## config.mk

```make
export PLATFORM = sky130hd
export DESIGN_NAME = bounded_key_set_table
export DESIGN_NICKNAME = d
export VERILOG_FILES = /design/src/hw/rtl/bkst_pkg.sv /design/src/hw/rtl/bkst_slot_ram.sv /design/src/hw/rtl/bounded_key_set_table.sv
export SDC_FILE = /design/constraint.sdc
export NUM_CORES = 1
export LEC_CHECK = 0
export BUFFER_PORTS_ARGS = -buffer_cell sky130_fd_sc_hd__buf_2
export CAP_MARGIN = 0
export CORE_UTILIZATION = 55
export CTS_CLUSTER_SIZE = 30
export DETAILED_ROUTE_END_ITERATION = 10
export PLACE_DENSITY = 0.75
export SYNTH_ARGS = -nofsm -noshare
export SYNTH_HDL_FRONTEND = slang
export SYNTH_HIERARCHICAL = 1
export SYNTH_SLANG_ARGS = --single-unit
export TNS_END_PERCENT = 100
```

## constraint.sdc

```tcl
create_clock -name aclk -period 6.7 [get_ports aclk]
set_input_delay 1.675 -clock aclk [delete_from_list [all_inputs] [get_ports aclk]]
set_output_delay 1.675 -clock aclk [all_outputs]
set_load 0.02 [all_outputs]
```

## src/hw/rtl/bkst_pkg.sv

```systemverilog
// ---------------------------------------------------------------------------
// bkst_pkg
// Shared widths, request codes, status codes and reset constants of the
// bounded key set table.
// ---------------------------------------------------------------------------
package bkst_pkg;

    // Field widths
    localparam int KEY_W    = 32;
    localparam int POS_W    = 8;
    localparam int REQ_W    = 2;
    localparam int STAT_W   = 3;
    localparam int FILL_W   = 9;
    localparam int S_DATA_W = 40;
    localparam int S_USER_W = 8;
    localparam int M_DATA_W = 48;

    // Default number of slots
    localparam int CAPACITY_DEF = 16;

    // Slot content and empty marker after reset
    localparam logic [KEY_W-1:0] EMPTY_KEY_RESET = 32'hFFFF_FFFF;

    // Request codes
    localparam logic [REQ_W-1:0] REQ_ADD    = 2'd0;
    localparam logic [REQ_W-1:0] REQ_DELETE = 2'd1;
    localparam logic [REQ_W-1:0] REQ_LOOKUP = 2'd2;
    localparam logic [REQ_W-1:0] REQ_READ   = 2'd3;

    // Status codes
    localparam logic [STAT_W-1:0] STAT_OK        = 3'd0;
    localparam logic [STAT_W-1:0] STAT_EMPTY_KEY = 3'd1;
    localparam logic [STAT_W-1:0] STAT_FULL      = 3'd2;
    localparam logic [STAT_W-1:0] STAT_DUP       = 3'd3;
    localparam logic [STAT_W-1:0] STAT_NOT_FOUND = 3'd4;
    localparam logic [STAT_W-1:0] STAT_RANGE     = 3'd5;

endpackage

```

## src/hw/rtl/bkst_slot_ram.sv

```systemverilog
// ---------------------------------------------------------------------------
// bkst_slot_ram
// Slot store: single write port, single registered read port. A per-entry
// valid bit cleared at reset makes unwritten entries read as the reset
// empty marker.
// ---------------------------------------------------------------------------
module bkst_slot_ram #(
    parameter int DEPTH = bkst_pkg::CAPACITY_DEF,
    parameter int AW    = (DEPTH > 1) ? $clog2(DEPTH) : 1
) (
    input  logic                       aclk,
    input  logic                       aresetn,
    input  logic                       wr_en,
    input  logic [AW-1:0]              wr_addr,
    input  logic [bkst_pkg::KEY_W-1:0] wr_data,
    input  logic                       rd_en,
    input  logic [AW-1:0]              rd_addr,
    output logic [bkst_pkg::KEY_W-1:0] rd_data
);
    import bkst_pkg::*;

    logic [KEY_W-1:0] mem [0:DEPTH-1];
    logic [DEPTH-1:0] valid_reg;
    logic [KEY_W-1:0] rdata_reg;
    logic             rvalid_reg;

    // Write port
    always_ff @(posedge aclk) begin
        if (wr_en) begin
            mem[wr_addr] <= wr_data;
        end
    end

    // Valid bits
    always_ff @(posedge aclk) begin
        if (!aresetn) begin
            valid_reg <= '0;
        end else if (wr_en) begin
            valid_reg[wr_addr] <= 1'b1;
        end
    end

    // Registered read port
    always_ff @(posedge aclk) begin
        if (rd_en) begin
            rdata_reg  <= mem[rd_addr];
            rvalid_reg <= valid_reg[rd_addr];
        end
    end

    // Mask entries never written
    assign rd_data = rvalid_reg ? rdata_reg : EMPTY_KEY_RESET;

endmodule

```

## src/hw/rtl/bounded_key_set_table.sv

```systemverilog
// ---------------------------------------------------------------------------
// bounded_key_set_table
// Fixed-capacity set of distinct keys, densely packed, with swap-remove.
// ---------------------------------------------------------------------------
// One request word in, one result word out. Requests are handled one at a
// time; the slot memory is scanned one entry per cycle through its single
// registered read port. Add and lookup go through accept, one compare per
// held key up to the first hit, and result load; delete adds a step to move
// the last key and one to clear its slot, and the rejected cases and
// read-at skip the scan. A new request is taken while the previous result
// still waits in the output register. After reset all slots read as
// 0xFFFFFFFF without any clearing pass. The empty marker register may only
// be written while idle.
// ---------------------------------------------------------------------------
module bounded_key_set_table #(
    parameter int CAPACITY = bkst_pkg::CAPACITY_DEF
) (
    input  logic                          aclk,
    input  logic                          aresetn,
    // Empty marker register
    input  logic                          cfg_wr_en,
    input  logic [bkst_pkg::KEY_W-1:0]    cfg_wr_data,
    // Request stream
    input  logic                          s_tvalid,
    output logic                          s_tready,
    input  logic [bkst_pkg::S_DATA_W-1:0] s_tdata,   // key[31:0], position[39:32]
    input  logic [bkst_pkg::S_USER_W-1:0] s_tuser,   // req_type[1:0], zero fill
    // Result stream
    output logic                          m_tvalid,
    input  logic                          m_tready,
    output logic [bkst_pkg::M_DATA_W-1:0] m_tdata    // status[2:0], found[3],
                                                     // read_key[35:4],
                                                     // fill_count[44:36]
);
    import bkst_pkg::*;

    localparam int AW = (CAPACITY > 1) ? $clog2(CAPACITY) : 1;
    localparam int CW = $clog2(CAPACITY + 1);

    localparam logic [2:0] S_IDLE    = 3'd0;
    localparam logic [2:0] S_SCAN    = 3'd1;
    localparam logic [2:0] S_DEL_WR  = 3'd2;
    localparam logic [2:0] S_DEL_CLR = 3'd3;
    localparam logic [2:0] S_RD_WAIT = 3'd4;
    localparam logic [2:0] S_OUT     = 3'd5;

    logic [2:0]          state_reg, state_next;
    logic [REQ_W-1:0]    req_reg, req_next;
    logic [KEY_W-1:0]    key_reg, key_next;
    logic [CW-1:0]       count_reg, count_next;
    logic [AW-1:0]       cmp_idx_reg, cmp_idx_next;
    logic [AW-1:0]       hit_idx_reg, hit_idx_next;
    logic [STAT_W-1:0]   stat_reg, stat_next;
    logic                found_reg, found_next;
    logic [KEY_W-1:0]    rkey_reg, rkey_next;
    logic                m_tvalid_reg, m_tvalid_next;
    logic [M_DATA_W-1:0] m_tdata_reg, m_tdata_next;
    logic [KEY_W-1:0]    empty_key_reg;

    logic                ram_wr_en, ram_rd_en;
    logic [AW-1:0]       ram_wr_addr, ram_rd_addr;
    logic [KEY_W-1:0]    ram_wr_data, ram_rd_data;

    logic [KEY_W-1:0]    in_key;
    logic [POS_W-1:0]    in_pos;
    logic [REQ_W-1:0]    in_req;
    logic [CW-1:0]       cnt_m1;
    logic [AW-1:0]       last_idx;
    logic                is_full, is_empty, pos_ok, hit, scan_end;

    assign in_key   = s_tdata[KEY_W-1:0];
    assign in_pos   = s_tdata[KEY_W+POS_W-1:KEY_W];
    assign in_req   = s_tuser[REQ_W-1:0];
    assign cnt_m1   = count_reg - CW'(1);
    assign last_idx = cnt_m1[AW-1:0];
    assign is_full  = (count_reg == CW'(CAPACITY));
    assign is_empty = (count_reg == '0);
    assign pos_ok   = ({1'b0, in_pos} < (POS_W+1)'(CAPACITY));
    assign hit      = (ram_rd_data == key_reg);
    assign scan_end = hit || (cmp_idx_reg == last_idx);

    assign s_tready = (state_reg == S_IDLE);
    assign m_tvalid = m_tvalid_reg;
    assign m_tdata  = m_tdata_reg;

    bkst_slot_ram #(
        .DEPTH (CAPACITY),
        .AW    (AW)
    ) u_slot_ram (
        .aclk    (aclk),
        .aresetn (aresetn),
        .wr_en   (ram_wr_en),
        .wr_addr (ram_wr_addr),
        .wr_data (ram_wr_data),
        .rd_en   (ram_rd_en),
        .rd_addr (ram_rd_addr),
        .rd_data (ram_rd_data)
    );

    // Sequence one request through the slot memory
    always_comb begin
        state_next    = state_reg;
        req_next      = req_reg;
        key_next      = key_reg;
        count_next    = count_reg;
        cmp_idx_next  = cmp_idx_reg;
        hit_idx_next  = hit_idx_reg;
        stat_next     = stat_reg;
        found_next    = found_reg;
        rkey_next     = rkey_reg;
        m_tvalid_next = m_tvalid_reg;
        m_tdata_next  = m_tdata_reg;
        ram_wr_en     = 1'b0;
        ram_wr_addr   = count_reg[AW-1:0];
        ram_wr_data   = key_reg;
        ram_rd_en     = 1'b0;
        ram_rd_addr   = '0;

        // Drop the result word once taken
        if (m_tvalid_reg && m_tready) begin
            m_tvalid_next = 1'b0;
        end

        unique case (state_reg)
            S_IDLE: begin
                if (s_tvalid) begin
                    req_next     = in_req;
                    key_next     = in_key;
                    cmp_idx_next = '0;
                    stat_next    = STAT_OK;
                    found_next   = 1'b0;
                    rkey_next    = empty_key_reg;
                    state_next   = S_OUT;
                    case (in_req)
                        REQ_ADD: begin
                            if (in_key == empty_key_reg) begin
                                stat_next = STAT_EMPTY_KEY;
                            end else if (is_full) begin
                                stat_next = STAT_FULL;
                            end else if (is_empty) begin
                                ram_wr_en   = 1'b1;
                                ram_wr_addr = '0;
                                ram_wr_data = in_key;
                                count_next  = CW'(1);
                            end else begin
                                ram_rd_en  = 1'b1;
                                state_next = S_SCAN;
                            end
                        end
                        REQ_DELETE: begin
                            if (in_key == empty_key_reg) begin
                                stat_next = STAT_EMPTY_KEY;
                            end else if (is_empty) begin
                                stat_next = STAT_RANGE;
                            end else begin
                                ram_rd_en  = 1'b1;
                                state_next = S_SCAN;
                            end
                        end
                        REQ_LOOKUP: begin
                            if (!is_empty) begin
                                ram_rd_en  = 1'b1;
                                state_next = S_SCAN;
                            end
                        end
                        default: begin
                            if (is_empty || !pos_ok) begin
                                stat_next = STAT_RANGE;
                            end else begin
                                ram_rd_en   = 1'b1;
                                ram_rd_addr = in_pos[AW-1:0];
                                state_next  = S_RD_WAIT;
                            end
                        end
                    endcase
                end
            end

            // Compare one held key per cycle, fetch the next
            S_SCAN: begin
                if (scan_end) begin
                    state_next = S_OUT;
                    case (req_reg)
                        REQ_ADD: begin
                            if (hit) begin
                                stat_next = STAT_DUP;
                            end else begin
                                ram_wr_en  = 1'b1;
                                count_next = count_reg + CW'(1);
                            end
                        end
                        REQ_DELETE: begin
                            if (hit) begin
                                hit_idx_next = cmp_idx_reg;
                                ram_rd_en    = 1'b1;
                                ram_rd_addr  = last_idx;
                                state_next   = S_DEL_WR;
                            end else begin
                                stat_next = STAT_NOT_FOUND;
                            end
                        end
                        default: begin
                            found_next = hit;
                        end
                    endcase
                end else begin
                    ram_rd_en    = 1'b1;
                    ram_rd_addr  = cmp_idx_reg + AW'(1);
                    cmp_idx_next = cmp_idx_reg + AW'(1);
                end
            end

            // Move the last key into the vacated slot
            S_DEL_WR: begin
                ram_wr_en   = 1'b1;
                ram_wr_addr = hit_idx_reg;
                ram_wr_data = ram_rd_data;
                state_next  = S_DEL_CLR;
            end

            // Clear the old last slot and shrink
            S_DEL_CLR: begin
                ram_wr_en   = 1'b1;
                ram_wr_addr = last_idx;
                ram_wr_data = empty_key_reg;
                count_next  = cnt_m1;
                state_next  = S_OUT;
            end

            S_RD_WAIT: begin
                rkey_next  = ram_rd_data;
                state_next = S_OUT;
            end

            // Load the output register when it is free
            S_OUT: begin
                if (!m_tvalid_reg || m_tready) begin
                    m_tvalid_next = 1'b1;
                    m_tdata_next  = {3'b000, FILL_W'(count_reg), rkey_reg,
                                     found_reg, stat_reg};
                    state_next    = S_IDLE;
                end
            end

            default: begin
                state_next = S_IDLE;
            end
        endcase
    end

    // Control registers
    always_ff @(posedge aclk) begin
        if (!aresetn) begin
            state_reg     <= S_IDLE;
            count_reg     <= '0;
            m_tvalid_reg  <= 1'b0;
            empty_key_reg <= EMPTY_KEY_RESET;
        end else begin
            state_reg    <= state_next;
            count_reg    <= count_next;
            m_tvalid_reg <= m_tvalid_next;
            if (cfg_wr_en) begin
                empty_key_reg <= cfg_wr_data;
            end
        end
    end

    // Payload registers
    always_ff @(posedge aclk) begin
        req_reg     <= req_next;
        key_reg     <= key_next;
        cmp_idx_reg <= cmp_idx_next;
        hit_idx_reg <= hit_idx_next;
        stat_reg    <= stat_next;
        found_reg   <= found_next;
        rkey_reg    <= rkey_next;
        m_tdata_reg <= m_tdata_next;
    end

endmodule
```

Yosys cells after proc, flatten, opt, wreduce, memory -nomap -nowiden
Memories as Yosys holds them, arrays and structs flattened. A register that Yosys moved wholly into a read port is not among the register bits. Index checks and enable logic that the tools add are counted. W data, S select, Z words.

Memories: 1. Word-level logic and storage cells: 167. Input port bits: 85. Flip-flop bits (word level): 177. Output and inout bits: 50. Bits in writable memories: 512.

Bitwise gates (word level): 1. $add $sub $neg: 3. Muxes and demuxes: 91. Equality and inequality tests: 26. Order comparisons: 4. Reductions and logical operators: 27.

Memories: u_slot_ram.mem (depth 16, bits a word 32, read ports 1, clocked after memory_dff 1, wr ports 1, RTL line bkst_slot_ram.sv:22) `logic [KEY_W-1:0] mem [0:DEPTH-1];`.

Operator list (count): $mux W32 (7); $pmux W32 S3 (1); $eq A32 B32 Y1 (2); $pmux W32 S2 (1); $mux W4 (13); $mux W3 (16); $mux W5 (8); $mux W1 (28); $pmux W3 S3 (2); $ne A2 B2 Y1 const B (8); $or A16 B16 Y16 (1); $pmux W4 S2 (2); $pmux W3 S5 (1); $pmux W5 S3 (1); $pmux W3 S2 (2); $pmux W4 S3 (1); $lt A4 B5 Y1 const B (2); $reduce_and A9 Y1 (1); $lt A8 B5 Y1 const B (1); $reduce_and A4 Y1 (2); $eq A3 B2 Y1 const B (2); $eq A3 B3 Y1 const B (2); $ne A2 B1 Y1 const B (3); $ne A3 B3 Y1 const B (2); other kinds (28) (43).

Longest topological paths before layout
Depth in word-level cells: 12. Gate-level depth with buffers: 15. Depth with buffers taken out: 12.

By module
Netlist, hierarchy kept.

By module, submodules not included: bkst_slot_ram (cells each 921, times used 1, sequential area each 16686.0 um^2, area an instance 21156.5 um^2); bounded_key_set_table (cells each 800, times used 1, sequential area each 4394.2 um^2, area an instance 8587.0 um^2).

Least setup slack after synthesis
OpenSTA, ideal clock, no wires.

Kind: input to register. Start: input s_tvalid. End: memory u_slot_ram.mem[4][0], enable pin. Cell stages on the path: 7. Slack: -0.281 ns. Library setup time: 0.505 ns. Data arrival time: 6.476 ns. Path buffers: 1. Required time: 6.195 ns. Cell sequence: clkbuf_1 nand2_1 inv_1 nand2_1 a21oi_1 nand2_1 nor4_1.

Word-level cells in the longest chain between the ends: 4. Elaborated cells on any way between the ends: 6. Classes of those cells: 6 x mux.

RTL lines: from (decl) (RTL line bounded_key_set_table.sv:24) `input logic s_tvalid,`; $mux W1 (RTL line bounded_key_set_table.sv:126) `if (s_tvalid) begin`; $pmux W1 S3 (RTL line bounded_key_set_table.sv:124) `unique case (state_reg)`; net ram_wr_en (RTL line bounded_key_set_table.sv:60) `logic ram_wr_en, ram_rd_en;`; $mux W1 (RTL line bkst_slot_ram.sv:29) `if (wr_en) begin`; $mux W1 (not written as such) (RTL line bkst_slot_ram.sv:30) `mem[wr_addr] <= wr_data;`; to (decl) (RTL line bkst_slot_ram.sv:22).

The timed path passes the listed nets, and every way through them passes these cells.

Worst setup path after layout
Start: register u_slot_ram.rvalid_reg. End: register u_slot_ram.rdata_reg[5], read port of u_slot_ram.mem, data pin.

Word-level cells in the longest chain between the ends: 6. Elaborated cells on any way between the ends: 11. Classes of those cells: 1 x eq/ne; 9 x mux; 1 x reduce/logical.

RTL lines: from (decl) (RTL line bkst_slot_ram.sv:25) `logic rvalid_reg;`; from (signal assigned) (RTL line bkst_slot_ram.sv:47) `rvalid_reg <= valid_reg[rd_addr];`; $mux W32 * (RTL line bkst_slot_ram.sv:52) `assign rd_data = rvalid_reg ? rdata_reg : EMPTY_KEY_RESET;`; net ram_rd_data[15] (RTL line bounded_key_set_table.sv:62) `logic [KEY_W-1:0] ram_wr_data, ram_rd_data;`; $eq A32 B32 Y1 * (RTL line bounded_key_set_table.sv:79) `assign hit = (ram_rd_data == key_reg);`; $mux W4 (RTL line bounded_key_set_table.sv:193) `if (hit) begin`; $mux W4 (RTL line bounded_key_set_table.sv:183) `case (req_reg)`; $mux W4 * (RTL line bounded_key_set_table.sv:181) `if (scan_end) begin`; $pmux W4 S2 * (RTL line bounded_key_set_table.sv:124); net ram_rd_addr[2] (RTL line bounded_key_set_table.sv:61) `logic [AW-1:0] ram_wr_addr, ram_rd_addr;`; to (decl) (RTL line bkst_slot_ram.sv:24) `logic [KEY_W-1:0] rdata_reg;`.

The timed path passes the listed nets; every way through them passes the cells marked *. A chain may end at the register's enable or synchronous reset.

==> flow_summary.ini <==
[critical_path]
max_stage_delay_ns = 0.90
critPathSlowestCell = edfxtp_1
path_common_cell = nand2_1
critPathRequiredTime_ns = 7.15
r2r-end = u_slot_ram/rdata_reg[5]
r2r_start = u_slot_ram/rvalid_reg
r2r_cells = 12
cp_max_fo = 22
critPathLaunchType = flop
endpoint_kind = flop
r2r_slack_ns = 1.19
critPathKind = reg -> reg
crit_arrival_ns = 5.96
path_cells = nand2b_1 > xor2_1 > nor4_1 > nand4_1 > nor2_1 > and2_1 > nand2_1 > o21ai_0 > nor2b_4 > buf_4 > a22oi_1 > nand2_1

[power]
worst_ir_drop_vdd_mv = 0.285
powerDensity_nw_per_um2 = 445
p_leak_nw = 10.8

[detailed_routing]
antenna_left = 0
routed_wl_mm = 70.4
via_per_inst = 6.38
initialDrtViolationCount = 1892
route.detailed.drc = 0
first_pass_iters = 6
wl_per_cell_um = 27.1
vias = 16600

[sta]
finClkSkew_ns = 0.0188
setup_viol_count_final = 0
tightest_slew_ns = 1.16
max_freq_ghz = 0.181
maxSlewViolCount = 0
fin_setup_tns_ns = 0
period_needed_ns = 5.51
relSlewSlack_pct = 22.2
finalCritPeriodShare_pct = 82.2
hold_viol_final = 0
rsz0062_at_grt = no

[cts]
root_buffer = clkbuf_16
h-tree-depth = 3
clock-sinks = 721
numCtsBuffers = 71
post_cts_buffers = 0
cts-hold-fix-buffers = 0
clk_pin_slew_ns = 0.06
post_cts_resized = 0
clk_latency_ns = 0.60
cts_tree = done
clock_path_buffers = 3

[grt]
grt_usage_pct = 25.9
grt_antenna_before_repair = 3
grt_pass1_vias = 16300
grt_pass1_wl_mm = 103
grt.overflow.total = 0
grt_max_degree = 60

[worst_hold_path]
min_to = m_tdata[35]
hp-class = reg -> reg
min_from = rkey_reg[31]
hold_depth = 0

[floorplan]
die_area_um2 = 55000
die_w_um = 235
coreArea_um2 = 53000
start_util_pct = 56.2
pin_count = 135
rows = 84
die_y_um = 235

[cells_and_area]
final_area_um2 = 33600
drive_gt1_share_pct = 23.9
fillers = 3548
largest_reg_flops = 512
fin_util_pct = 63.3
syn2layout_area_growth_pct = 12.8
fin_nets = 1943
multi_input_area_um2 = 8240
seq_area_um2 = 21100

[placement]
portBuffers = 121
gp_congestion = 0.924
placed_cell_area_um2 = 31200
hpwlAfterDp_mm = 41.7

[synthesis]
ys_seq_area_share_pct = 70.9
synthCells = 1721
synth_cell_types = 63
syn_area_um2 = 29700
synth_edf_count = 664
yosysWarningCount = 6
yosys_most_used_dff = edfxtp_1
avgSynthCellArea_um2 = 17.3
synthArstFlopShare_pct = 0
synth.ff_latch_count = 721

[flow_run]
maxCapViolCount = 0

[run_status]
status = finished, final reports clean
-- worst max-delay path by stage --
stage	startpoint	endpoint	slack [ns]
finish	u_slot_ram/rvalid_reg	u_slot_ram/rdata_reg[5]	1.19
global route	u_slot_ram/rvalid_reg	u_slot_ram/rdata_reg[21]	0.86
CTS	u_slot_ram/rvalid_reg	u_slot_ram/rdata_reg[0]	1.25
detailed placement	s_tdata[30]	u_slot_ram/mem[7][23]	0.92
global placement	s_tdata[30]	u_slot_ram/mem[7][23]	0.95
floorplan	s_tvalid	u_slot_ram/mem[5][0]	0.57
-- cell type report --
cell class | count | area share [%]
Antenna cell | 1 | 0.00746
Clock buffer | 94 | 5.87
Clock inverter | 36 | 1.02
Inverter | 8 | 0.0895
Multi-Input combinational cell | 886 | 24.6
Sequential cell | 721 | 62.8
Tap cell | 688 | 2.57
Timing Repair Buffer | 166 | 3.07
-- critical path, delay by kind of cell, from the launching register on --
family,cells,cell delay [ns]
buffers and inverters,1,0.28
AO/OA/AOI/OAI,2,0.84
AND/OR/NAND/NOR,8,3.08
flip-flops,1,0.90
XOR/XNOR,1,0.24
-- cells in the mapped netlist, drive strengths merged, types with 32 or more instances --
cell	n	area, um2
o22a	32	280
o21a	50	375
a21oi	82	410
nand2	83	312
nor2	93	349
dfxtp	57	1140
edfxtp	664	19900
nand2b	39	244
a22oi	68	510
o21bai	34	255
clkbuf	65	244
mux4	133	3060
mux2i	32	320
buf	47	365
xor2	66	578
mux2	32	360
-- cell usage in the layout, fill, tap and decap left out, types with 8 or more instances in the layout --
cell         n
o21ai_0     14
clkinv_1    11
xor2_1      66
mux4_2     116
dfxtp_1     56
buf_2      121
nor3_2      11
nand2_1     83
xnor2_1      8
nand3_1     10
clkbuf_1    17
a22oi_1     68
clkbuf_16   75
mux4_1      17
nor2_1      85
nand2b_1    39
a21oi_1     82
clkinv_2    14
o22a_1      32
o21a_1      50
nor3_1       9
inv_1        8
o21bai_1    34
buf_4       38
mux2i_1     32
nor4_1      17
mux2_2      32
edfxtp_1   664
-- where the power goes --
group / internal (mW) / total [mW] / leakage [nW] / switching [mW]
registers: 6.34 / 6.57 / 6.46 / 0.224
clock network: 2.31 / 3.95 / 1.14 / 1.64
logic: 1.52 / 4.41 / 3.22 / 2.90
total: 10.2 / 14.9 / 10.8 / 4.76
-- per-layer routing --
layer	wire, um	share of wire, %	GRT usage (%)
met1	28000	40	35.7
met2	33800	48	41.3
met3	6100	8.7	4.60
met4	2440	3.5	10.4
met5	0	0	0
-- stage by stage --
stage                     power (mW)  std cells  worst slack (ns)  hold WS [ns]
after floorplan                 9.62       1727             0.568         0.400
after global placement          10.8       2469             0.949         0.402
after detailed placement        11.0       2469             0.925         0.405
after CTS                       14.9       2599              1.25         0.418
after global routing            15.5       2599             0.859         0.426
final                           14.9       2600              1.19         0.417
-- logic make-up after synthesis --
family / count (synthesis) / share of synthesized area (%)
AOI/OAI and AO/OA: 311 / 7.32
xor gates and xnor gates: 75 / 2.25
adders and majority gates: 4 / 0.168
buffers and inverters: 120 / 2.15
DFF: 721 / 70.9
muxes: 197 / 12.6
other: 1 / 0.0126
and+or+nand+nor: 292 / 4.65
Power figures use the tool's default switching activity.
